<file path="config.mk">
export PLATFORM = sky130hd
export DESIGN_NAME = sorted_cluster_average
export DESIGN_NICKNAME = d
export VERILOG_FILES = /design/src/hw/rtl/scavg_pkg.sv /design/src/hw/rtl/scavg_ram.sv /design/src/hw/rtl/scavg_ctrl.sv /design/src/hw/rtl/scavg_dpath.sv /design/src/hw/rtl/sorted_cluster_average.sv
export SDC_FILE = /design/constraint.sdc
export NUM_CORES = 2
export LEC_CHECK = 0
export ABC_CLOCK_PERIOD_IN_PS = 12200
export BUFFER_PORTS_ARGS = -buffer_cell sky130_fd_sc_hd__buf_2
export CORE_AREA = 2 2 394 435
export CTS_BUF_LIST = sky130_fd_sc_hd__clkbuf_8
export DETAILED_ROUTE_END_ITERATION = 8
export DIE_AREA = 0 0 396 437
export PLACE_DENSITY = 0.54
export SLEW_MARGIN = 20
export SYNTH_ARGS = -nofsm -noshare
export SYNTH_HDL_FRONTEND = slang
export SYNTH_SLANG_ARGS = --single-unit
</file>
<file path="constraint.sdc">
create_clock -name clk -period 12.2 [get_ports clk]
set_input_delay 3.05 -clock clk [delete_from_list [all_inputs] [get_ports clk]]
set_output_delay 3.05 -clock clk [all_outputs]
set_load 0.05 [all_outputs]
</file>
<file path="src/hw/rtl/scavg_pkg.sv">
// Shared types and constants of the sorted cluster average block.
package scavg_pkg;

	localparam int SAMPLE_W = 34;
	localparam int TOL_W    = 32;
	localparam int TARGET_W = 5;
	localparam int SUM_W    = 39;
	localparam int TDATA_W  = 40;
	localparam int DCNT_W   = 6;

	localparam logic [TOL_W-1:0]    TOL_RESET    = 32'd50000;
	localparam logic [TARGET_W-1:0] TARGET_RESET = 5'd3;

	// Configuration register indexes.
	localparam logic REG_TOLERANCE  = 1'b0;
	localparam logic REG_RUN_TARGET = 1'b1;

	// Commands from the controller to the datapath.
	typedef struct packed {
		logic load;       // capture the accepted item
		logic ins_rd;     // read the entry just below the insert slot
		logic ins_shift;  // move the read entry up one slot
		logic ins_put;    // write the new sample into the insert slot
		logic sc_init;    // clear the run and read the smallest sample
		logic sc_first;   // take the smallest sample as the previous one
		logic sc_rd;      // read the next sorted sample
		logic sc_pair;    // judge one neighbor pair
		logic su_issue;   // start reading the run's samples
		logic su_acc;     // add one run sample
		logic div_step;   // one step of the mean divider
		logic out_load;   // load the result register
	} cmd_t;

	// Status from the datapath to the controller.
	typedef struct packed {
		logic full;
		logic last;
		logic i_zero;
		logic i_one;
		logic gt;
		logic more_first;
		logic more_pair;
		logic len_zero;
		logic su_done;
		logic div_done;
		logic out_busy;
	} sts_t;

endpackage

</file>
<file path="src/hw/rtl/scavg_ram.sv">
// Generic single write port, single read port RAM with registered read data.
module scavg_ram #(
	parameter int WIDTH = 34,
	parameter int DEPTH = 32
) (
	input  logic                     clk,
	input  logic                     we,
	input  logic [$clog2(DEPTH)-1:0] waddr,
	input  logic [WIDTH-1:0]         wdata,
	input  logic [$clog2(DEPTH)-1:0] raddr,
	output logic [WIDTH-1:0]         rdata
);

	logic [WIDTH-1:0] mem_q [DEPTH];

	always_ff @(posedge clk) begin
		if (we) begin
			mem_q[waddr] <= wdata;
		end
		rdata <= mem_q[raddr];
	end

endmodule

</file>
<file path="src/hw/rtl/scavg_ctrl.sv">
// Controller state machine of the sorted cluster average block.
module scavg_ctrl (
	input  logic              clk,
	input  logic              arst_n,
	input  logic              s_tvalid,
	output logic              s_tready,
	input  scavg_pkg::sts_t   sts,
	output scavg_pkg::cmd_t   cmd
);

	import scavg_pkg::*;

	typedef enum logic [10:0] {
		ST_IDLE     = 11'b000_0000_0001,
		ST_INS      = 11'b000_0000_0010,
		ST_INS_CMP  = 11'b000_0000_0100,
		ST_INS_PUT  = 11'b000_0000_1000,
		ST_SC_INIT  = 11'b000_0001_0000,
		ST_SC_FIRST = 11'b000_0010_0000,
		ST_SC_PAIR  = 11'b000_0100_0000,
		ST_SU_ISSUE = 11'b000_1000_0000,
		ST_SU_ACC   = 11'b001_0000_0000,
		ST_DIV      = 11'b010_0000_0000,
		ST_OUT      = 11'b100_0000_0000
	} state_t;

	state_t state_q;
	state_t state_d;
	state_t after_ins;

	always_ff @(posedge clk or negedge arst_n) begin
		if (!arst_n) begin
			state_q <= ST_IDLE;
		end else begin
			state_q <= state_d;
		end
	end

	assign after_ins = sts.last ? ST_SC_INIT : ST_IDLE;
	assign s_tready  = (state_q == ST_IDLE);

	always_comb begin
		cmd     = '0;
		state_d = state_q;
		unique case (state_q)
			ST_IDLE: begin
				if (s_tvalid) begin
					cmd.load = 1'b1;
					state_d  = ST_INS;
				end
			end
			ST_INS: begin
				if (sts.full) begin
					state_d = after_ins;
				end else if (sts.i_zero) begin
					cmd.ins_put = 1'b1;
					state_d     = after_ins;
				end else begin
					cmd.ins_rd = 1'b1;
					state_d    = ST_INS_CMP;
				end
			end
			ST_INS_CMP: begin
				if (sts.gt) begin
					cmd.ins_shift = 1'b1;
					state_d       = sts.i_one ? ST_INS_PUT : ST_INS_CMP;
				end else begin
					cmd.ins_put = 1'b1;
					state_d     = after_ins;
				end
			end
			ST_INS_PUT: begin
				cmd.ins_put = 1'b1;
				state_d     = after_ins;
			end
			ST_SC_INIT: begin
				cmd.sc_init = 1'b1;
				state_d     = ST_SC_FIRST;
			end
			ST_SC_FIRST: begin
				cmd.sc_first = 1'b1;
				if (sts.more_first) begin
					cmd.sc_rd = 1'b1;
					state_d   = ST_SC_PAIR;
				end else begin
					state_d = ST_SU_ISSUE;
				end
			end
			ST_SC_PAIR: begin
				cmd.sc_pair = 1'b1;
				if (sts.more_pair) begin
					cmd.sc_rd = 1'b1;
				end else begin
					state_d = ST_SU_ISSUE;
				end
			end
			ST_SU_ISSUE: begin
				if (sts.len_zero) begin
					state_d = ST_OUT;
				end else begin
					cmd.su_issue = 1'b1;
					state_d      = ST_SU_ACC;
				end
			end
			ST_SU_ACC: begin
				cmd.su_acc = 1'b1;
				if (sts.su_done) begin
					state_d = ST_DIV;
				end
			end
			ST_DIV: begin
				cmd.div_step = 1'b1;
				if (sts.div_done) begin
					state_d = ST_OUT;
				end
			end
			ST_OUT: begin
				if (!sts.out_busy) begin
					cmd.out_load = 1'b1;
					state_d      = ST_IDLE;
				end
			end
			default: begin
				state_d = ST_IDLE;
			end
		endcase
	end

	a_load_only_idle: assert property (@(posedge clk) disable iff (!arst_n)
		cmd.load |-> s_tready)
		else $error("item captured outside idle");

	a_no_input_while_busy: assert property (@(posedge clk) disable iff (!arst_n)
		cmd.load |=> !s_tready)
		else $error("ready stayed high after an item was taken");

	a_div_then_out: assert property (@(posedge clk) disable iff (!arst_n)
		(cmd.div_step && sts.div_done) |=> (state_q == ST_OUT))
		else $error("divider finish did not lead to the output state");

endmodule

</file>
<file path="src/hw/rtl/scavg_dpath.sv">
// Datapath of the sorted cluster average block: sample store, scan, sum and divider.
module scavg_dpath #(
	parameter int MAX_SAMPLES = 32
) (
	input  logic                                  clk,
	input  logic                                  arst_n,
	input  scavg_pkg::cmd_t                       cmd,
	output scavg_pkg::sts_t                       sts,
	input  logic [scavg_pkg::SAMPLE_W-1:0]        in_sample,
	input  logic                                  in_last,
	input  logic                                  cfg_we,
	input  logic                                  cfg_index,
	input  logic [scavg_pkg::TOL_W-1:0]           cfg_data,
	output logic                                  out_valid,
	input  logic                                  out_ready,
	output logic                                  out_found,
	output logic [scavg_pkg::SAMPLE_W-1:0]        out_average
);

	import scavg_pkg::*;

	localparam int AW = $clog2(MAX_SAMPLES);
	localparam int CW = $clog2(MAX_SAMPLES + 1);

	logic [TOL_W-1:0]    tol_q;
	logic [TARGET_W-1:0] tgt_q;

	logic [SAMPLE_W-1:0] v_q;
	logic                last_q;
	logic [CW-1:0]       i_q;
	logic [CW-1:0]       count_q;
	logic [CW-1:0]       k_q;
	logic [SAMPLE_W-1:0] prev_q;
	logic [TARGET_W-1:0] len_q;
	logic [AW-1:0]       start_q;
	logic                runv_q;
	logic [SUM_W-1:0]    sum_q;
	logic [AW-1:0]       ra_q;
	logic [TARGET_W-1:0] acc_cnt_q;
	logic [TARGET_W-1:0] rem_q;
	logic [DCNT_W-1:0]   dcnt_q;

	logic [CW-1:0]       im1;
	logic [CW-1:0]       im2;
	logic [CW-1:0]       km2;
	logic [AW-1:0]       raddr;
	logic [AW-1:0]       waddr;
	logic [SAMPLE_W-1:0] wdata;
	logic                we;
	logic [SAMPLE_W-1:0] rdata;
	logic [SAMPLE_W-1:0] diff;
	logic                close;
	logic [TARGET_W-1:0] len_nxt;
	logic [TARGET_W:0]   shifted;
	logic                ge;

	assign im1 = i_q - CW'(1);
	assign im2 = i_q - CW'(2);
	assign km2 = k_q - CW'(2);

	always_comb begin
		raddr = '0;
		if (cmd.ins_rd) begin
			raddr = im1[AW-1:0];
		end else if (cmd.ins_shift) begin
			raddr = im2[AW-1:0];
		end else if (cmd.sc_rd) begin
			raddr = k_q[AW-1:0];
		end else if (cmd.su_issue) begin
			raddr = start_q;
		end else if (cmd.su_acc) begin
			raddr = ra_q;
		end
	end

	assign we    = cmd.ins_shift | cmd.ins_put;
	assign waddr = i_q[AW-1:0];
	assign wdata = cmd.ins_shift ? rdata : v_q;

	scavg_ram #(
		.WIDTH (SAMPLE_W),
		.DEPTH (MAX_SAMPLES)
	) u_store (
		.clk   (clk),
		.we    (we),
		.waddr (waddr),
		.wdata (wdata),
		.raddr (raddr),
		.rdata (rdata)
	);

	assign diff    = rdata - prev_q;
	assign close   = (diff <= {{(SAMPLE_W-TOL_W){1'b0}}, tol_q});
	assign len_nxt = close ? (len_q + TARGET_W'(1)) : '0;
	assign shifted = {rem_q, sum_q[SUM_W-1]};
	assign ge      = (shifted >= {1'b0, len_q});

	always_ff @(posedge clk or negedge arst_n) begin
		if (!arst_n) begin
			tol_q <= TOL_RESET;
			tgt_q <= TARGET_RESET;
		end else if (cfg_we) begin
			unique case (cfg_index)
				REG_TOLERANCE:  tol_q <= cfg_data;
				REG_RUN_TARGET: tgt_q <= cfg_data[TARGET_W-1:0];
				default: ;
			endcase
		end
	end

	always_ff @(posedge clk or negedge arst_n) begin
		if (!arst_n) begin
			count_q   <= '0;
			len_q     <= '0;
			runv_q    <= 1'b0;
			sum_q     <= '0;
			out_valid <= 1'b0;
		end else begin
			if (cmd.ins_put) begin
				count_q <= count_q + CW'(1);
			end
			if (cmd.sc_init) begin
				len_q  <= '0;
				runv_q <= 1'b0;
				sum_q  <= '0;
			end
			if (cmd.sc_pair) begin
				len_q  <= len_nxt;
				runv_q <= close;
			end
			if (cmd.su_acc) begin
				sum_q <= sum_q + {{(SUM_W-SAMPLE_W){1'b0}}, rdata};
			end
			if (cmd.div_step) begin
				sum_q <= {sum_q[SUM_W-2:0], ge};
			end
			if (cmd.out_load) begin
				out_valid <= 1'b1;
				count_q   <= '0;
			end else if (out_ready) begin
				out_valid <= 1'b0;
			end
		end
	end

	always_ff @(posedge clk) begin
		if (cmd.load) begin
			v_q    <= in_sample;
			last_q <= in_last;
			i_q    <= count_q;
		end
		if (cmd.ins_shift) begin
			i_q <= im1;
		end
		if (cmd.sc_init) begin
			k_q <= CW'(1);
		end
		if (cmd.sc_first || cmd.sc_pair) begin
			prev_q <= rdata;
		end
		if (cmd.sc_rd) begin
			k_q <= k_q + CW'(1);
		end
		if (cmd.sc_pair && close && !runv_q) begin
			start_q <= km2[AW-1:0];
		end
		if (cmd.su_issue) begin
			ra_q      <= start_q + AW'(1);
			acc_cnt_q <= '0;
			rem_q     <= '0;
			dcnt_q    <= '0;
		end
		if (cmd.su_acc) begin
			ra_q      <= ra_q + AW'(1);
			acc_cnt_q <= acc_cnt_q + TARGET_W'(1);
		end
		if (cmd.div_step) begin
			rem_q  <= ge ? TARGET_W'(shifted - {1'b0, len_q}) : shifted[TARGET_W-1:0];
			dcnt_q <= dcnt_q + DCNT_W'(1);
		end
		if (cmd.out_load) begin
			out_found   <= (len_q != '0);
			out_average <= sum_q[SAMPLE_W-1:0];
		end
	end

	always_comb begin
		sts.full       = (count_q == CW'(MAX_SAMPLES));
		sts.last       = last_q;
		sts.i_zero     = (i_q == '0);
		sts.i_one      = (i_q == CW'(1));
		sts.gt         = (rdata > v_q);
		sts.more_first = (k_q < count_q) && (len_q < tgt_q);
		sts.more_pair  = (k_q < count_q) && (len_nxt < tgt_q);
		sts.len_zero   = (len_q == '0);
		sts.su_done    = ((acc_cnt_q + TARGET_W'(1)) == len_q);
		sts.div_done   = (dcnt_q == DCNT_W'(SUM_W - 1));
		sts.out_busy   = out_valid && !out_ready;
	end

	a_count_bound: assert property (@(posedge clk) disable iff (!arst_n)
		count_q <= CW'(MAX_SAMPLES))
		else $error("sample count beyond store depth");

	a_run_flag: assert property (@(posedge clk) disable iff (!arst_n)
		runv_q == (len_q != '0))
		else $error("run start flag disagrees with run length");

	a_no_overwrite: assert property (@(posedge clk) disable iff (!arst_n)
		cmd.out_load |-> !(out_valid && !out_ready))
		else $error("result register overwritten while held");

	a_out_after_load: assert property (@(posedge clk) disable iff (!arst_n)
		cmd.out_load |=> out_valid)
		else $error("result not presented after load");

endmodule

</file>
<file path="src/hw/rtl/sorted_cluster_average.sv">
// Top level of the sorted cluster average block.
//
// The block collects a batch of rate samples, one item per sample, keeping
// them sorted ascending in a single-port-write RAM of MAX_SAMPLES entries by
// insertion. When an item arrives with tlast set, adjacent sorted pairs are
// scanned from the smallest upward; a pair whose gap is at most tolerance
// extends the current run, a larger gap ends it, and the scan stops once the
// run holds run_target pairs or the pairs are used up. The block then emits
// one result item: tuser is 1 when a run was found and tdata carries the
// truncated mean of run-length samples starting at the run start; with no
// run, tuser and tdata are zero. Samples that arrive while the store is full
// are dropped, though a dropped sample carrying tlast still closes the batch.
// Items are taken one at a time. A sample without tlast occupies the block
// while the insertion moves each stored sample larger than it up one slot,
// one RAM entry per cycle through its one write port. A sample with tlast
// adds the scan of neighbor pairs, the run sum, a restoring divider for the
// mean and the load of the output register, which waits while a previous
// result is still held. When no run is found no run samples are summed and
// the divider is skipped. The result sits in that register until taken, and
// the block accepts the next item only once the result register has been
// loaded.
// Configuration writes are taken on any cycle the enable is high and must
// only be issued while the block is idle.
module sorted_cluster_average #(
	parameter int MAX_SAMPLES = 32
) (
	input  logic                                 clk,
	input  logic                                 arst_n,
	// Sample stream.
	input  logic                                 s_tvalid,
	output logic                                 s_tready,
	input  logic [scavg_pkg::TDATA_W-1:0]        s_tdata,   // [33:0] sample, rest zero
	input  logic                                 s_tlast,   // last sample of the batch
	// Result stream.
	output logic                                 m_tvalid,
	input  logic                                 m_tready,
	output logic [scavg_pkg::TDATA_W-1:0]        m_tdata,   // [33:0] average, rest zero
	output logic                                 m_tuser,   // [0] found
	// Configuration write port.
	input  logic                                 cfg_we,
	input  logic                                 cfg_index,
	input  logic [scavg_pkg::TOL_W-1:0]          cfg_data
);

	import scavg_pkg::*;

	cmd_t                cmd;
	sts_t                sts;
	logic [SAMPLE_W-1:0] average;

	// The controller sequences insertion, scan, sum, divide and output.
	scavg_ctrl u_ctrl (
		.clk      (clk),
		.arst_n   (arst_n),
		.s_tvalid (s_tvalid),
		.s_tready (s_tready),
		.sts      (sts),
		.cmd      (cmd)
	);

	// The datapath holds the store, configuration, run state and result register.
	scavg_dpath #(
		.MAX_SAMPLES (MAX_SAMPLES)
	) u_dpath (
		.clk         (clk),
		.arst_n      (arst_n),
		.cmd         (cmd),
		.sts         (sts),
		.in_sample   (s_tdata[SAMPLE_W-1:0]),
		.in_last     (s_tlast),
		.cfg_we      (cfg_we),
		.cfg_index   (cfg_index),
		.cfg_data    (cfg_data),
		.out_valid   (m_tvalid),
		.out_ready   (m_tready),
		.out_found   (m_tuser),
		.out_average (average)
	);

	// The upper tdata bits are padding to whole bytes.
	assign m_tdata = {{(TDATA_W-SAMPLE_W){1'b0}}, average};

endmodule
</file>
==> impl_results.md <==
- Status: complete, but fails checks
- Violated checks: design-rule violations
- Die ar.: 173000 sq um
- GRT Overall Usage: 20.4%
- Total core area: 168000 sq um
- CTS tree: done
- H-tree depth: 4
- Largest net degree at the start of global routing: 76
- Sequential cell area fraction in the yosys report: 68.4%
- Chip Width: 396 microns
- Initial antenna violation count: 5
- Starting Density: 34.9%
- Cells after synthesis: 4491
- Post-synthesis cell area: 58600 sq um
- Post-CTS setup buffer count: 0
- Final #Nets: 4992
- Count of final max-slew check failures: 0
- CP max FO: 18
- HPWL after DPL: 103000 microns
- Vias in the first global route: 37.1k
- Post-synth top area cell: edfxtp_1
- Die extent in y: 437 microns
- Num Clock Sinks: 1364
- Post-CTS resize count: 0
- Critical path class: reg2reg
- Slew of the pin with the lowest slew margin: 1.13 ns
- Power Density: 197 nW/um^2
- CP arrival: 11.69 ns
- Final worst slack: 1.40 ns
- Critical Path End Type: register
- RSZ-0062 raised after global routing: false
- Dpl cells: 6759
- Clock root buffer master: clkbuf_8
- Total Wirelength: 179000 microns
- CP most frequent cell: a21o_1
- Finished Layout Cells: 7172
- Layout Area Growth over Synthesis: 14.4%
- Num ports: 122
- Slew headroom: 24.5%
- Leakage: 0.0241 uW
- YS warnings: 0
- Layout cell share with drive strength beyond 1: 13.3%
- Clock skew: 0.0524 ns
- DR iter-0 viols: 3847
- Most frequent cells in the layout: 1230 x edfxtp_1, 913 x nand2_1, 289 x nand3_1
- Synth async-reset ratio: 7.33%
- Post-DRT Antenna Nets: 0
- DR WL/cell: 24.9 microns
- Worst-Skew Late Latency: 0.95 ns
- Vias: 38.2k
- CP max-delay cell: a2111oi_0
- Global-route wire length before repair: 257000 microns
- # setup viols final: 0
- Post-synthesis sequential element count: 1364
- Vias/cell: 5.33
- Worst path required time: 13.09 ns
- Final Cycle Share: 88.6%
- Commonest non-fill, non-tap cell in the layout: edfxtp_1
- PortBufs: 109
- GP Congestion: 0.839
- Top cells by area, synth: edfxtp_1 63%, nand2_1 5.9%, dfrtp_1 3.9%, ha_1 3.6%, mux2i_1 3.1%
- Pre-CTS setup slack: 1.33 ns
- Fin Setup TNS: 0 ns
- Worst VDD drop: 92.0 uV
- Synth cell types: 90
- Hold WS: 0.487 ns
- Cts bufs inserted: 220
- Final Hold Viols: 0
- Min Tclk post-route: 10.80 ns
- Post-synth EDFFs: 1230
- FMAX: 0.0926 GHz
- Leading register cell type out of synthesis: edfxtp_1
- Share of the synthesized area in the top cell type: 63.0%
- DRC viols: 3
- Synthesized area per cell: 13.1 sq um
- TritonRoute pass-1 iters: 7
- Bufs on Longest Clock Path: 3
- Crit path launch type: register
- Min-Delay Path Class: reg2reg
- Clock transition at the registers of the reported paths: 0.06 ns
- Max stage delay on crit path: 0.97 ns
- Max_cap viols: 0
- Post-CTS Hold Fix Bufs: 0
- Total gr overflow: 0
- Power, Total: 13200 uW
- Num rows: 158
## where the power goes
| part | internal [uW] | leakage [uW] | switching, uW | total [uW] |
|---|---|---|---|---|
| clock | 1900 | 0.00251 | 1860 | 3750 |
| combinational | 1200 | 0.00885 | 2460 | 3660 |
| sequential | 5560 | 0.0127 | 213 | 5770 |
| total | 8660 | 0.0241 | 4530 | 13200 |
## flip-flops by register name, indices dropped and copies added, names as in the netlist, 11 cells and up
name and count:
u_ctrl.state_q 11, u_dpath.out_average 34, u_dpath.prev_q 34, u_dpath.sum_q 39
u_dpath.tol_q 32, u_dpath.u_store.mem_q 1088, u_dpath.u_store.rdata 34, u_dpath.v_q 34
## cells by family after synthesis
kind of cell	count (synthesis)	synth area share (%)
xor+xnor	88	1.31
flops	1364	68.4
other cells	1	0.00640
compound gates	703	8.25
buf+inv	375	2.84
fa+ha+maj	171	3.69
simple gates	1599	12.2
mux	190	3.26
## Yosys cell counts (50+ instances only)
cell and n:
edfxtp_1 1230, nand2_1 915, nand3_1 289, mux2i_1 181, ha_1 168, a21oi_1 166, o21ai_0 157, inv_1 155
nor2_1 155, clkbuf_1 102, dfrtp_1 91, buf_2 67, xnor2_1 57, a32oi_1 50
## area by class of cell
type | count | area (sq um)
multi-input cells | 2757 | 17600
clock buffers | 240 | 3300
well taps | 2240 | 2800
inverters | 157 | 589
clock inverters | 169 | 881
fillers | 15800 | 101000
flip-flops and latches | 1364 | 40100
repair buffers | 242 | 1750
diodes | 3 | 7.51
## worst max-delay path, delay by kind of cell, from the launching register on
kind                     cells  cell delay, ns
buffers and inverters        3            0.74
AO/OA/AOI/OAI               18            4.95
adder cells (fa/ha/maj)      3            0.80
flip-flops                   1            0.61
XOR/XNOR                     1            0.10
AND/OR/NAND/NOR             12            3.45
## worst paths after layout
check                                                        end                        startpoint  slack (ns)  depth (start not counted)
max in group asynchronous           u_dpath.tol_q[5]$_DFFE_PN0P_                            arst_n        8.81                          2
worst max-delay path            u_dpath.u_store.rdata[9]$_DFF_P_  u_dpath.u_store.rdata[5]$_DFF_P_        1.40                         37
worst min-delay path               u_ctrl.state_q[4]$_DFFE_PN0P_          u_dpath.last_q$_DFFE_PP_        0.49                          1
worst min register to register     u_ctrl.state_q[4]$_DFFE_PN0P_          u_dpath.last_q$_DFFE_PP_        0.49                          1
min in group asynchronous           u_dpath.tgt_q[2]$_DFFE_PN0P_                            arst_n        2.05                          1
worst max register to register  u_dpath.u_store.rdata[9]$_DFF_P_  u_dpath.u_store.rdata[5]$_DFF_P_        1.40                         37
## stage by stage
step	instance area [sq um]	util, %
4_1_cts	66900	39.8
6_report	67100	39.9
2_1_floorplan	58700	-
3_5_place_dp	62700	37.3
3_3_place_gp	62600	37.2
5_1_grt	67100	39.9
## routing by layer
| metal | GRT usage (%) | vias to the layer above | wire, microns |
|---|---|---|---|
| met4 | 8.05 | 0 | 6560 |
| met1 | 26.6 | 19300 | 74800 |
| met2 | 33.5 | 1392 | 85400 |
| met5 | 0 | - | 0 |
| met3 | 3.77 | 322 | 12000 |
| li1 | - | 17200 | - |
Note: power is estimated with default switching activity, not from simulation.
